**config.mk**
```make
export PLATFORM = sky130hd
export DESIGN_NAME = qtp_fifo
export DESIGN_NICKNAME = d
export VERILOG_FILES = /design/src/rtl/core/quintic_trajectory_point_macros.svh /design/src/rtl/core/qtp_pkg.sv /design/src/rtl/core/qtp_fifo.sv
export SDC_FILE = /design/constraint.sdc
export NUM_CORES = 1
export LEC_CHECK = 0
export BUFFER_PORTS_ARGS = -buffer_cell sky130_fd_sc_hd__buf_2
export CAP_MARGIN = 10
export CORE_UTILIZATION = 37
export DETAILED_ROUTE_END_ITERATION = 7
export HOLD_SLACK_MARGIN = 0.1
export SYNTH_ARGS = -nofsm -noshare
export SYNTH_HDL_FRONTEND = slang
export SYNTH_SLANG_ARGS = --single-unit
```
**constraint.sdc**
```tcl
create_clock -name i_clk -period 2.29 [get_ports i_clk]
set_input_delay 0.458 -clock i_clk [delete_from_list [all_inputs] [get_ports i_clk]]
set_output_delay 0.458 -clock i_clk [all_outputs]
set_load 0.02 [all_outputs]
```
**src/rtl/core/quintic_trajectory_point_macros.svh**
```systemverilog
// ----------------------------------------------------------------------------
// Assertion macros for the quintic trajectory point block
// Shared shorthand for concurrent checks clocked on i_clk, held off in reset.
// ----------------------------------------------------------------------------
`ifndef QUINTIC_TRAJECTORY_POINT_MACROS_SVH
`define QUINTIC_TRAJECTORY_POINT_MACROS_SVH

// A condition that must hold at every clock edge outside reset.
`define QTP_ASSERT_ALWAYS(lbl, expr) \
    lbl: assert property (@(posedge i_clk) disable iff (!i_rst_n) (expr)) \
        else $error("qtp: invariant violated");

// A condition that must hold whenever its antecedent does.
`define QTP_ASSERT_IMPLY(lbl, ante, cons) \
    lbl: assert property (@(posedge i_clk) disable iff (!i_rst_n) (ante) |-> (cons)) \
        else $error("qtp: implication violated");

`endif

```
**src/rtl/core/qtp_pkg.sv**
```systemverilog
// ----------------------------------------------------------------------------
// qtp_pkg
// Shared constants, register indexes and pipeline side-band type.
// ----------------------------------------------------------------------------
package qtp_pkg;

    // Default widths of values and times.
    localparam int VALUE_WIDTH_DEF = 32;
    localparam int TIME_WIDTH_DEF  = 24;

    // Fractional bits of the Q16.16 value format.
    localparam int FRAC_BITS = 16;

    // Width of one multiplier slice and latency of the wide multiplier.
    localparam int MUL_CHUNK = 24;
    localparam int MUL_LAT   = 3;

    // Depth of the queue between front and back.
    localparam int FIFO_DEPTH = 4;

    // Configuration register indexes.
    localparam int CFG_IDX_WIDTH = 2;
    typedef enum logic [CFG_IDX_WIDTH-1:0] {
        REG_START    = 2'd0,
        REG_END      = 2'd1,
        REG_DURATION = 2'd2
    } t_reg_idx;

    // Side-band flags that travel alongside an item through the back end.
    typedef struct packed {
        logic valid;
        logic ncfg;
        logic acc_flip;
    } t_side;

endpackage

```
**src/rtl/core/qtp_fifo.sv**
```systemverilog
// ----------------------------------------------------------------------------
// qtp_fifo
// Short first-in first-out queue decoupling the front from the back end.
// ----------------------------------------------------------------------------
module qtp_fifo import qtp_pkg::*; #(
    parameter int W     = 25,
    parameter int DEPTH = FIFO_DEPTH
) (
    input  logic                       i_clk,
    input  logic                       i_rst_n,
    input  logic                       i_push,
    input  logic [W-1:0]               i_data,
    input  logic                       i_pop,
    output logic [W-1:0]               o_data,
    output logic                       o_empty,
    output logic                       o_full,
    output logic [$clog2(DEPTH+1)-1:0] o_count
);
    localparam int PTR_W = $clog2(DEPTH);
    localparam int CNT_W = $clog2(DEPTH + 1);

    logic [W-1:0]     r_mem [DEPTH];
    logic [PTR_W-1:0] r_wr, r_rd, n_wr, n_rd;
    logic [CNT_W-1:0] r_cnt;

    // Pointer wrap.
    assign n_wr = (r_wr == PTR_W'(DEPTH - 1)) ? '0 : r_wr + 1'b1;
    assign n_rd = (r_rd == PTR_W'(DEPTH - 1)) ? '0 : r_rd + 1'b1;

    // Pointers and fill count.
    always_ff @(posedge i_clk) begin
        if (!i_rst_n) begin
            r_wr  <= '0;
            r_rd  <= '0;
            r_cnt <= '0;
        end else begin
            if (i_push) begin
                r_wr <= n_wr;
            end
            if (i_pop) begin
                r_rd <= n_rd;
            end
            if (i_push && !i_pop) begin
                r_cnt <= r_cnt + 1'b1;
            end else if (i_pop && !i_push) begin
                r_cnt <= r_cnt - 1'b1;
            end
        end
    end

    // Storage.
    always_ff @(posedge i_clk) begin
        if (i_push) begin
            r_mem[r_wr] <= i_data;
        end
    end

    assign o_data  = r_mem[r_rd];
    assign o_empty = (r_cnt == '0);
    assign o_full  = (r_cnt == CNT_W'(DEPTH));
    assign o_count = r_cnt;

endmodule

```
# [Word-level counts from Yosys, hierarchy flattened]
# Memory sizes are Yosys's and may differ from the RTL's. A register that Yosys moved wholly into a read port is not among the register bits.
# Index checks and enable logic that the tools add are counted.
[word_totals] regBits=7 mem_bits_rw=100 inputBits=29 n_memories=1
[classes] add_sub_neg=4 n_eq_ne=3 n_mux=8 n_reduce_logical=6
[mem_list] name="r_mem" depth=4 width=25 read_ports=1 rd_clocked_by_memory_dff=1 wr=1 line="qtp_fifo.sv:22" text="logic [W-1:0] r_mem [DEPTH];"
[ops] cell="2-bit 2-to-1 mux" count=4
[ops] cell="3-bit 2-to-1 mux" count=2
[ops] cell="2-bit by 1-bit adder with 2-bit output (second input constant)" count=2
[ops] cell="2-bit equality test (second input constant)" count=2
[ops] cell="3-bit by 1-bit adder with 3-bit output (second input constant)" count=1
[ops] cell="3-bit equality test (second input constant)" count=1
[ops] cell="3-bit logical NOT" count=1
[ops] cell="3-bit by 1-bit subtractor with 3-bit output (second input constant)" count=1
[ops] cell="1-bit logical AND" count=2
[ops] cell="1-bit logical NOT" count=2
[ops] cell="1-bit 2-to-1 mux" count=2
[ops] cell="2-bit nonzero test" count=1

# [Depth between registers and ports, before layout]
[logic_depth] ltp_word=4 mapped_depth=7 mapped_depth_nobuf=7

# [Worst setup path after synthesis]
# No wires, ideal clock.
[synth_path] path_type="input -> register" start="input port i_pop" end="register r_cnt[2], in the netlist o_count[2]" setup_ps=76 arrival_ps=1662 path_slack_ps=553 cell_stages=7 cell_sequence="inv_1 -> ha_1 -> inv_1 -> fa_1 -> xor2_1 -> or3_1 -> a21boi_0"
[synth_via] elab_chain_len=3
[synth_lines] element="start: declaration" line="qtp_fifo.sv:13" text="input logic i_pop,"
[synth_lines] element="1-bit logical NOT" line="qtp_fifo.sv:43" text="if (i_push && !i_pop) begin"
[synth_lines] element="1-bit logical AND" line="qtp_fifo.sv:43"
[synth_lines] element="3-bit 2-to-1 mux or 2-bit nonzero test (tied branches)"
[synth_lines] element="end signal: assignment" line="qtp_fifo.sv:44" text="r_cnt <= r_cnt + 1'b1;"
[synth_lines] element="end signal: assignment" line="qtp_fifo.sv:46" text="r_cnt <= r_cnt - 1'b1;"
[synth_lines] element="end: declaration" line="qtp_fifo.sv:24" text="logic [CNT_W-1:0] r_cnt;"
# Parallel ways exist; a longest one is shown, timed or not.
# A chain may end at the register's enable or synchronous reset.

==> impl_metrics.ini <==
[synthesis]
postSynthAreaPerCell_sq_um = 23.5
synth.net_count = 211
synth_seq_cells = 109
syn-cell-area_sq_um = 4110
ys_types = 23
postSynthCellCount = 175
seq_area_frac_synth = 0.775
ys_warn_count = 0

[clock_tree]
cts_root_buf = clkbuf_8
clk_path_buf_depth = 2
clkTransAtPathRegs_ps = 100
clock-sinks = 109
cts_max_level = 3
clk_latency_ps = 350
cts_tree = yes
numCtsBuffers = 9

[pwr]
irDropWorstVdd_v = 0.000371
power_mw = 4.13
power_density_nw_per_um2 = 848
leakagePower_nw = 1.71

[floorplan]
dieArea_sq_um = 11500
dieHeight_um = 107
die_x_um = 107
pin_count = 59
row_count = 38
core-area_sq_um = 10800
start_util = 0.379

[timing]
slew_headroom = 0.732
hold_viol = 0
min_period_ps = 2140
grt_setup_unrepaired = no
finalSetupViolations = 0
worstMarginPinSlew_ps = 402
period_share = 0.937
slew_viol_final = 0
fmax_ghz = 0.466
setup_tns_ps = 0
fin_skew_ps = 9.32

[grt]
antenna_found_initial = 0
grt_pass1_vias = 1954
grt_pass1_wl_mm = 10.5
grt_remaining_overflow = 0
grt_use_total = 0.129
grt_max_degree = 26

[setup_path]
cp.arrival_ps = 1690
crit_cells = 3
rr_worst_depth = 4
worstPathMaxFanout = 10
crit_path_end_kind = output pin
slowest_stage = mux4_2
start_kind = flop
cp_top_family = multiplexers
path_cells = buf_4, mux4_2, buf_2
cp_num_buf_inv = 2
path_class = reg -> out
cpPeakStageDelay_ps = 500
required_ps = 1830

[finish]
synthToLayoutAreaGrowth_pct = 18.5
finalNetCount = 288
drive_gt1_frac = 0.420
layout.cells.non_filler = 397
diodes = 0
fill_cells = 966
final_cell_mix = edfxtp_1, buf_2, mux4_2
final_common_cell = edfxtp_1

[job]
drv_cap = 0

[placed_design]
portBuffers = 58
gp_congestion = 0.735
place_hpwl_mm = 4.09
dp_cells = 375

[route]
wl_per_cell_um = 17.2
route.detailed.drc = 0
drtPass1Iterations = 4
drt_wl_total_mm = 6.82
via_per_inst = 4.75
vias = 1886
postRouteAntennaNets = 0
first_iter_violations = 80

[worst_hold_path]
worstHoldPathType = in -> reg
hold_depth = 1

[outcome]
outcome = completed
-- logic make-up (layout without fill, tap and decap cells) --
| group | Yosys count | after routing | synth area share |
|---|---|---|---|
| adder cells (fa/ha/maj) | 7 | 7 | 0.0231 |
| AND/OR/NAND/NOR | 15 | 15 | 0.0219 |
| flip-flops | 109 | 109 | 0.775 |
| multiplexers | 29 | 29 | 0.151 |
| XOR/XNOR | 2 | 2 | 0.00426 |
| AO/OA/AOI/OAI | 3 | 3 | 0.00487 |
| buffers and inverters | 10 | 92 | 0.0198 |
-- through the flow --
step           utilization  instance area, sq um  hold slack (ps)  setup WS (ps)
2_1_floorplan            -                  4110              512            553
3_3_place_gp         0.423                  4580              512            342
3_5_place_dp         0.423                  4580              531            320
4_1_cts              0.445                  4820              295           46.2
5_1_grt              0.449                  4870              295           56.2
6_report             0.449                  4870              312            145
-- registers in the layout (all words and copies together), names as in the netlist, named ones only --
signal and count:
o_count 3, r_mem 100, r_rd 2, r_wr 2
-- routing by layer --
layer,GRT usage,share of wire
met5,0,0
met4,0.0587,0.014
met3,0.0333,0.042
met2,0.214,0.50
met1,0.158,0.45
-- Yosys cell counts --
cell,number,share of area
o21a_1,1,0.0018
mux2i_1,4,0.0097
buf_2,2,0.0024
buf_6,1,0.0027
nor2b_1,5,0.0076
clkbuf_2,1,0.0012
nor3b_1,1,0.0018
mux4_2,20,0.11
nor3_1,2,0.0024
ha_1,6,0.018
xor2_1,1,0.0021
mux4_1,5,0.032
edfxtp_1,100,0.73
a21boi_0,1,0.0018
and2_1,5,0.0076
buf_12,2,0.0097
xnor2_1,1,0.0021
o21ai_0,1,0.0012
or3_1,1,0.0015
fa_1,1,0.0049
dfxtp_1,9,0.044
nor2_1,1,0.00091
inv_1,4,0.0037
-- timing repair --
item,4_1_cts,5_1_grt
setup buffers,0,6
hold buffers,0,0
pin swaps,0,0
setup endpoints to repair,13,1
gates resized for setup,1,0
-- worst paths after layout --
path	startpoint	end	slack (ps)
worst max-delay path	flop	o_data[19]	150
worst min-delay path	i_data[4]	r_mem[0][4]$_DFFE_PP_	310
worst max register to register	o_count[0]$_SDFFE_PN0P_	o_count[2]$_SDFFE_PN0P_	770
worst min register to register	o_count[2]$_SDFFE_PN0P_	o_count[2]$_SDFFE_PN0P_	550
-- final cells by class --
type                            instances  area [sq um]  share of cell area
Tap cell                              140           175              0.0360
Timing Repair Buffer                   72           408              0.0838
Clock inverter                          6           111              0.0229
Multi-Input combinational cell         56           845               0.173
Inverter                                4          15.0             0.00308
Clock buffer                           10           128              0.0262
Sequential cell                       109          3190               0.655
-- worst reg2reg max path: cells and delay by family, from the launching register on --
kind / cells / cell delay [ps]
AO/OA/AOI/OAI: 1 / 160
adder cells (fa/ha/maj): 1 / 450
flip-flops: 1 / 380
AND/OR/NAND/NOR: 1 / 300
XOR/XNOR: 1 / 160
-- where the power goes --
part	internal, mW	total, mW	leakage (nW)	switching (mW)
logic	0.208	0.479	0.598	0.271
clock network	0.727	1.34	0.116	0.613
registers	2.27	2.31	0.993	0.0381
total	3.21	4.13	1.71	0.922
Note: power is estimated with default switching activity, not from simulation.
