===== src/rtl/core/quintic_trajectory_point_macros.svh =====
// ----------------------------------------------------------------------------
// Assertion macros for the quintic trajectory point block
// Shared shorthand for concurrent checks clocked on i_clk, held off in reset.
// ----------------------------------------------------------------------------
`ifndef QUINTIC_TRAJECTORY_POINT_MACROS_SVH
`define QUINTIC_TRAJECTORY_POINT_MACROS_SVH

// A condition that must hold at every clock edge outside reset.
`define QTP_ASSERT_ALWAYS(lbl, expr) \
    lbl: assert property (@(posedge i_clk) disable iff (!i_rst_n) (expr)) \
        else $error("qtp: invariant violated");

// A condition that must hold whenever its antecedent does.
`define QTP_ASSERT_IMPLY(lbl, ante, cons) \
    lbl: assert property (@(posedge i_clk) disable iff (!i_rst_n) (ante) |-> (cons)) \
        else $error("qtp: implication violated");

`endif


===== src/rtl/core/qtp_pkg.sv =====
// ----------------------------------------------------------------------------
// qtp_pkg
// Shared constants, register indexes and pipeline side-band type.
// ----------------------------------------------------------------------------
package qtp_pkg;

    // Default widths of values and times.
    localparam int VALUE_WIDTH_DEF = 32;
    localparam int TIME_WIDTH_DEF  = 24;

    // Fractional bits of the Q16.16 value format.
    localparam int FRAC_BITS = 16;

    // Width of one multiplier slice and latency of the wide multiplier.
    localparam int MUL_CHUNK = 24;
    localparam int MUL_LAT   = 3;

    // Depth of the queue between front and back.
    localparam int FIFO_DEPTH = 4;

    // Configuration register indexes.
    localparam int CFG_IDX_WIDTH = 2;
    typedef enum logic [CFG_IDX_WIDTH-1:0] {
        REG_START    = 2'd0,
        REG_END      = 2'd1,
        REG_DURATION = 2'd2
    } t_reg_idx;

    // Side-band flags that travel alongside an item through the back end.
    typedef struct packed {
        logic valid;
        logic ncfg;
        logic acc_flip;
    } t_side;

endpackage


===== src/rtl/core/qtp_front.sv =====
// ----------------------------------------------------------------------------
// qtp_front
// Holds the configuration, derives the move constants and accepts items.
// ----------------------------------------------------------------------------
module qtp_front import qtp_pkg::*; #(
    parameter int VALUE_WIDTH = VALUE_WIDTH_DEF,
    parameter int TIME_WIDTH  = TIME_WIDTH_DEF
) (
    input  logic                               i_clk,
    input  logic                               i_rst_n,
    input  logic                               i_cfg_we,
    input  logic [CFG_IDX_WIDTH-1:0]           i_cfg_idx,
    input  logic [((VALUE_WIDTH > TIME_WIDTH) ? VALUE_WIDTH : TIME_WIDTH)-1:0] i_cfg_data,
    input  logic                               i_valid,
    output logic                               o_ready,
    input  logic [TIME_WIDTH-1:0]              i_sample_time,
    input  logic                               i_fifo_full,
    output logic                               o_push,
    output logic [TIME_WIDTH:0]                o_push_data,
    output logic [VALUE_WIDTH-1:0]             o_start,
    output logic [VALUE_WIDTH:0]               o_dmag,
    output logic                               o_dneg,
    output logic [TIME_WIDTH-1:0]              o_dur,
    output logic [2*TIME_WIDTH-1:0]            o_dur_sq,
    output logic [5*TIME_WIDTH-1:0]            o_den
);
    localparam int VW    = VALUE_WIDTH;
    localparam int TW    = TIME_WIDTH;
    localparam int PW    = 5 * TW;
    localparam int BIT_W = $clog2(TW);

    typedef enum logic [2:0] {
        S_IDLE = 3'b001,
        S_LOAD = 3'b010,
        S_MUL  = 3'b100
    } t_seq_state;

    t_seq_state       r_state;
    logic [VW-1:0]    r_start, r_end;
    logic [TW-1:0]    r_dur;
    logic [BIT_W-1:0] r_bit;
    logic [1:0]       r_round;
    logic [PW-1:0]    r_acc, r_mc, acc_step;
    logic [VW:0]      r_dmag, diff;
    logic             r_dneg;
    logic [2*TW-1:0]  r_dur_sq;
    logic [PW-1:0]    r_den;
    logic             last_bit;

    // One shift-add step of the power-of-duration multiply.
    assign acc_step = r_acc + (r_dur[r_bit] ? r_mc : '0);
    assign last_bit = (r_bit == BIT_W'(TW - 1));
    assign diff     = {r_end[VW-1], r_end} - {r_start[VW-1], r_start};

    // Configuration registers and the sequencer state.
    always_ff @(posedge i_clk) begin
        if (!i_rst_n) begin
            r_start <= '0;
            r_end   <= '0;
            r_dur   <= '0;
            r_state <= S_IDLE;
            r_bit   <= '0;
            r_round <= '0;
        end else if (i_cfg_we) begin
            unique case (t_reg_idx'(i_cfg_idx))
                REG_START:    r_start <= i_cfg_data[VW-1:0];
                REG_END:      r_end   <= i_cfg_data[VW-1:0];
                REG_DURATION: r_dur   <= i_cfg_data[TW-1:0];
                default: ;
            endcase
            r_state <= S_LOAD;
        end else begin
            unique case (r_state)
                S_IDLE: ;
                S_LOAD: begin
                    r_bit   <= '0;
                    r_round <= '0;
                    r_state <= S_MUL;
                end
                S_MUL: begin
                    if (last_bit) begin
                        r_bit   <= '0;
                        r_round <= r_round + 1'b1;
                        if (r_round == 2'd3) begin
                            r_state <= S_IDLE;
                        end
                    end else begin
                        r_bit <= r_bit + 1'b1;
                    end
                end
                default: r_state <= S_IDLE;
            endcase
        end
    end

    // Derived constants: difference, duration squared and duration to the fifth.
    always_ff @(posedge i_clk) begin
        if (r_state == S_LOAD) begin
            r_acc  <= '0;
            r_mc   <= PW'(r_dur);
            r_dneg <= diff[VW];
            r_dmag <= diff[VW] ? (~diff + 1'b1) : diff;
        end else if (r_state == S_MUL) begin
            if (last_bit) begin
                r_acc <= '0;
                r_mc  <= acc_step;
                if (r_round == 2'd0) begin
                    r_dur_sq <= acc_step[2*TW-1:0];
                end
                if (r_round == 2'd3) begin
                    r_den <= acc_step;
                end
            end else begin
                r_acc <= acc_step;
                r_mc  <= r_mc << 1;
            end
        end
    end

    // Item acceptance; a zero duration marks the item as unconfigured.
    assign o_ready     = (r_state == S_IDLE) && !i_fifo_full;
    assign o_push      = i_valid && o_ready;
    assign o_push_data = {(r_dur == '0), i_sample_time};

    assign o_start  = r_start;
    assign o_dmag   = r_dmag;
    assign o_dneg   = r_dneg;
    assign o_dur    = r_dur;
    assign o_dur_sq = r_dur_sq;
    assign o_den    = r_den;

endmodule


===== config.mk =====
export PLATFORM = sky130hd
export DESIGN_NAME = qtp_front
export DESIGN_NICKNAME = d
export VERILOG_FILES = /design/src/rtl/core/quintic_trajectory_point_macros.svh /design/src/rtl/core/qtp_pkg.sv /design/src/rtl/core/qtp_front.sv
export SDC_FILE = /design/constraint.sdc
export NUM_CORES = 1
export LEC_CHECK = 0
export BUFFER_PORTS_ARGS = -buffer_cell sky130_fd_sc_hd__buf_4
export CORE_MARGIN = 4
export CORE_UTILIZATION = 66
export CTS_BUF_LIST = sky130_fd_sc_hd__clkbuf_2 sky130_fd_sc_hd__clkbuf_4 sky130_fd_sc_hd__clkbuf_8
export DETAILED_ROUTE_END_ITERATION = 10
export GPL_TIMING_DRIVEN = 0
export HOLD_SLACK_MARGIN = 0.1
export PLACE_DENSITY = 0.95
export SYNTH_ARGS = -nofsm -noshare
export SYNTH_HDL_FRONTEND = slang
export SYNTH_SLANG_ARGS = --single-unit

===== constraint.sdc =====
create_clock -name i_clk -period 15.39 [get_ports i_clk]
set_input_delay 1.539 -clock i_clk [delete_from_list [all_inputs] [get_ports i_clk]]
set_output_delay 1.539 -clock i_clk [all_outputs]
set_load 0.01 [all_outputs]

== Word-level counts from Yosys, hierarchy flattened ==
Index checks and enable logic that the tools add are counted.
Cells by class
  mux-type cells: 16
  $add $sub $neg: 5
  order comparisons: 1
  reductions and logical operators: 17
  bitwise gates (word level): 5
  eq/ne operators: 12
Operators with widths (number)
  two-way mux 120 bit: 3
  adder 120 bit: 1
  two-way mux 24 bit: 2
  adder 33 x 1 -> 33 bit (second input constant): 1
  inverter 33 bit: 1
  subtractor 32 x 32 -> 33 bit: 1
  two-way mux 32 bit: 1
  logical NOT 24 bit: 1
  case mux 5 bit (2 select lines): 1
  case mux 3 bit (3 select lines): 1
  AND reduction 3 bit: 3
  AND reduction 2 bit: 4
  AND reduction 4 bit: 2
  less-than comparator 5 x 6 -> 1 bit (second input constant): 1
  two-way mux 3 bit: 2
  != test 2 bit (second input constant): 3
  != test 3 bit (second input constant): 2
  adder 5 x 1 -> 5 bit (second input constant): 1
  binary-select mux 1 bit (select 5 bit): 1
  == test 5 bit (second input constant): 1
  two-way mux 5 bit: 1
  == test 2 bit (second input constant): 2
  logical NOT 2 bit: 2
  two-way mux 2 bit: 2
  other kinds (12): 16
Storage, ports and cells
  word-level logic and storage cells: 71
  output and inout port bits: 285
  register bits: 540

== Longest topological paths before layout ==
  depth after elaboration: 7
  depth in mapped cells: 21
  gate-level depth less buffers: 18

== Least setup slack after synthesis ==
Ideal clock, no wire load.
  path kind: reg-to-reg
  from: register r_bit[0]
  to: register r_den[100] (netlist: o_den[100]) (data pin)
  path slack: 10080 ps
  cell stages (with the launch flop): 21
  arrival: 5057 ps
  data required time: 15137 ps
  library setup time: 253 ps
  cell sequence: dfxtp_1 -> buf_2 -> mux4_2 -> mux4_2 -> mux2i_1 -> clkbuf_1 -> clkbuf_1 -> nor2b_1 -> ha_1 -> fa_1 -> a211oi_1 -> o21ai_0 -> nand2_1 -> a211oi_1 -> nor3_1 -> o21ai_1 -> a31oi_1 -> o41ai_2 -> or4_1 -> nand3_1 -> inv_1
Between the ends
  longest elaborated chain between the ends: 4
Ends and longest elaborated chain
  start, declared: RTL line qtp_front.sv:41  | logic [BIT_W-1:0] r_bit;
  start signal, assigned: RTL line qtp_front.sv:88  | r_bit <= r_bit + 1'b1;
  binary-select mux 1 bit (select 5 bit): RTL line qtp_front.sv:51  | assign acc_step = r_acc + (r_dur[r_bit] ? r_mc : '0);
  two-way mux 1 bit (implied by the code): RTL line qtp_front.sv:51
  two-way mux 120 bit: RTL line qtp_front.sv:51
  adder 120 bit: RTL line qtp_front.sv:51
  net acc_step[100]: RTL line qtp_front.sv:43  | logic [PW-1:0] r_acc, r_mc, acc_step;
  end signal, assigned: RTL line qtp_front.sv:111  | r_den <= acc_step;
  end, declared: RTL line qtp_front.sv:47  | logic [PW-1:0] r_den;
The timed path passes the listed nets, and every way through them passes these cells. The select of a mux whose other input is x is not followed.
A chain may end at the register's enable or synchronous reset.

== Worst setup path in the final report ==
  from: register r_bit[0]
  to: register r_den[117] (netlist: o_den[117]) (data pin)
Same word-level chain as after synthesis.

==> metrics.yaml <==
timing:
  maxSlewViolCount: 11
  fmaxAchievable_mhz: 119.4
  clock_skew_ns: 0.04076
  tns_ns: 0
  slew_headroom_pct: -7.924
  tightest_slew_ns: 1.619
  worst_hold_slack_ns: 0.4606
  final-setup-viol-count: 0
  finalCritPeriodShare_pct: 54.44
  fin_crit_ns: 8.378
  hold_viol: 0
  rsz0062_at_grt: "false"
clock_tree:
  htreeDepth: 3
  cts.path.max_buffers: 3
  clk_pin_slew_ns: 0.06
  numCtsBuffers: 86
  post_cts_resized: 0
  root_buffer: "clkbuf_8"
  postCtsSetupBuffers: 0
  cts_hold_buf: 0
  clk_latency_ns: 0.71
  cts_tree: "yes"
  clkSinkCount: 540
synth:
  ys_ff_latch: 540
  synth-edff-count: 226
  syn_nets: 3585
  ys.flop_type: "dfxtp_1"
  synth_seq_area_share_pct: 42.92
  synth_cell_types: 86
  async_flop_share_pct: 0
  netlist_area_mm2: 0.03046
  synth_top_area_share_pct: 22.28
  synth.avg_cell_area_um2: 9.052
  synthCells: 3365
  yosysWarnings: 0
  synth_top_area_cell: "edfxtp_1"
  synthTopCellsByArea: "edfxtp_1 22%, dfxtp_1 21%, ha_1 6.4%"
worst_setup_path:
  crit_family: "buffers and inverters"
  cp_slowest_cell: "clkbuf_1"
  crit_path_start_kind: "register"
  cp_cell_sequence: "buf_2, mux4_2, mux4_2, mux2i_1, clkbuf_1, clkbuf_1, nor2b_1, ha_1, clkbuf_1, nand4_1, or3_1, nor3_1, nand3_1, o22ai_1, o21ai_1, o21ai_1, a311oi_1, xnor2_1"
  crit_top_cell: "clkbuf_1"
  worst-path-max-fanout: 10
  end_kind: "register"
  path_class: "register to register"
  critical_path_arrival_ns: 8.77
  path_buf_inv: 4
  required_ns: 15.78
  crit_path_max_incr_delay_ns: 1.22
  ff2ff_setup_slack_ns: 7.01
route:
  via_per_inst: 6.547
  drc_errors: 0
  detailroute.via_count: 29140
  final_antenna_net_count: 0
  drt_iter0_drc: 3567
  wl_per_cell_um: 22.72
  drt-total-wl_mm: 101.1
  drtPass1Iterations: 8
power:
  cellPowerDensity_mw_per_mm2: 88.62
  p_seq_share_pct: 48.7
  power_w: 0.003143
  switchingPower_w: 0.0008155
  p_leak_nw: 14.42
  internal_power_w: 0.002328
  clockPowerShare_pct: 41.0
  p_sw_share_pct: 25.94
  power_frac_comb_pct: 10.3
  peakVddDrop_mv: 0.07793
final_layout:
  mostFrequentLayoutCell: "nand2_1"
  area_delta_synth_final_pct: 16.45
  antenna_cells: 0
  final_util_pct: 77.99
  fillers: 3027
  layout.nets: 3998
  most-common-layout-cells: "509 x nand2_1, 349 x buf_4, 314 x dfxtp_1"
  layout-drive-gt1-share_pct: 14.15
  design_area_mm2: 0.03547
grt:
  track_usage_pct: 39.04
  grt_max_degree: 66
  grt_first_pass_wirelength_mm: 155.6
  antenna_found_initial: 1
  grt-ovfl-total: 0
  grt_pass1_vias: 28220
floorplan:
  core_area_mm2: 0.04548
  die_w_um: 222.8
  floorplan.die_area_mm2: 0.04965
  initial_core_util_pct: 66.98
  io_pins: 348
  rows: 78
  die_height_um: 222.8
placement:
  gp_congestion: 1.089
  hpwl_mm: 74.40
  portBuffers: 322
  dpl_cell_area_mm2: 0.03370
worst_hold_path:
  worstHoldPathType: "register to register"
outcome:
  violations: "max-capacitance violations, max-slew violations"
  status: "finished with violations"
flow_run:
  drv_cap: 1
[path summary, 6_finish.rpt]
path | from | end | depth (start not counted)
worst max-delay path | r_bit[0] | o_den[117] | 18
worst min-delay path | r_mc[105] | r_mc[106] | 2
worst min register to register | r_mc[105] | r_mc[106] | 2
worst max register to register | r_bit[0] | o_den[117] | 18
[per-layer routing]
metal | GRT usage, % | wire [um]
met4 | 22.33 | 6711
met2 | 61.79 | 45220
met5 | 0 | 11
met3 | 8.918 | 11630
met1 | 49.48 | 37580
[power groups by stage]
stage / Sequential (W) / Clock, W / Combinational [W]
6_report: 0.00153 / 0.00129 / 0.000325
5_1_grt: 0.00153 / 0.00135 / 0.000351
4_1_cts: 0.00153 / 0.00129 / 0.000318
3_5_place_dp: 0.00156 / 0 / 0.000309
3_3_place_gp: 0.00156 / 0 / 0.000307
2_1_floorplan: 0.00156 / 0 / 0.000208
[worst register-to-register path: stages, from the launching register on]
cell and delay (ns):
dfxtp_1 0.33, buf_2 0.26, mux4_2 0.56, mux4_2 0.49
mux2i_1 0.34, clkbuf_1 1.22, clkbuf_1 0.60, nor2b_1 0.12
ha_1 0.30, clkbuf_1 0.36, nand4_1 0.27, or3_1 0.51
nor3_1 0.59, nand3_1 0.15, o22ai_1 0.44, o21ai_1 0.36
o21ai_1 0.44, a311oi_1 0.20, xnor2_1 0.52
[metrics by stage]
| step | setup slack [ns] | cells |
|---|---|---|
| final | 7.012 | 4451 |
| after detailed placement | 7.447 | 4290 |
| after global placement | 7.552 | 4287 |
| after global routing | 7.109 | 4451 |
| after floorplan | 10.08 | 3365 |
| after CTS | 7.386 | 4451 |
[state kept, by name, summed over array words and instances (netlist names), 2 cells and up]
name,cells
r_end,32
o_den,120
r_acc,120
r_round,2
r_mc,120
o_dur,24
r_bit,5
o_dur_sq,48
o_dmag,33
r_state,3
o_start,32
[synth_stat cells, types with 5 or more instances]
cell / n
nand2_1: 509
a21boi_0: 108
mux2i_1: 41
ha_1: 155
nor2_1: 178
nor3b_1: 9
buf_2: 8
or3_1: 18
o21ai_1: 17
buf_1: 6
a21oi_1: 257
nor2b_1: 139
mux4_2: 7
nor3_1: 40
inv_1: 95
edfxtp_1: 226
o31ai_1: 20
and3_1: 17
o21a_1: 30
o21bai_1: 35
o21ai_0: 193
a22o_1: 126
dfxtp_1: 314
buf_4: 27
and2_1: 14
o211ai_1: 14
a211o_1: 5
a211oi_1: 16
nor4_1: 18
a311oi_1: 5
a21o_1: 96
xnor2_1: 87
nand3_1: 38
xor2_1: 75
a22oi_1: 32
nand2b_1: 14
clkbuf_1: 169
a31oi_1: 48
or4_1: 5
or2_2: 5
nand4_1: 72
[area by class of cell]
type	instances	area, um^2	share of cell area (%)
well taps	600	750.7	2.116
clock buffers	128	1511	4.261
flip-flops and latches	540	13070	36.85
multi-input cells	2518	16130	45.47
plain buffers	211	905.9	2.554
repair buffers	325	2485	7.006
clock inverters	33	257.7	0.7267
inverters	96	360.3	1.016
[cell families after synthesis]
group                    Yosys count  synth area share (%)
buffers and inverters            307                 4.153
adder cells (fa/ha/maj)          157                 6.498
XOR/XNOR                         164                 4.765
flip-flops                       540                 42.92
multiplexers                      48                 1.865
AO/OA/AOI/OAI                   1056                 23.10
AND/OR/NAND/NOR                 1093                 16.71
No activity file was read; power rests on OpenSTA's default activity.
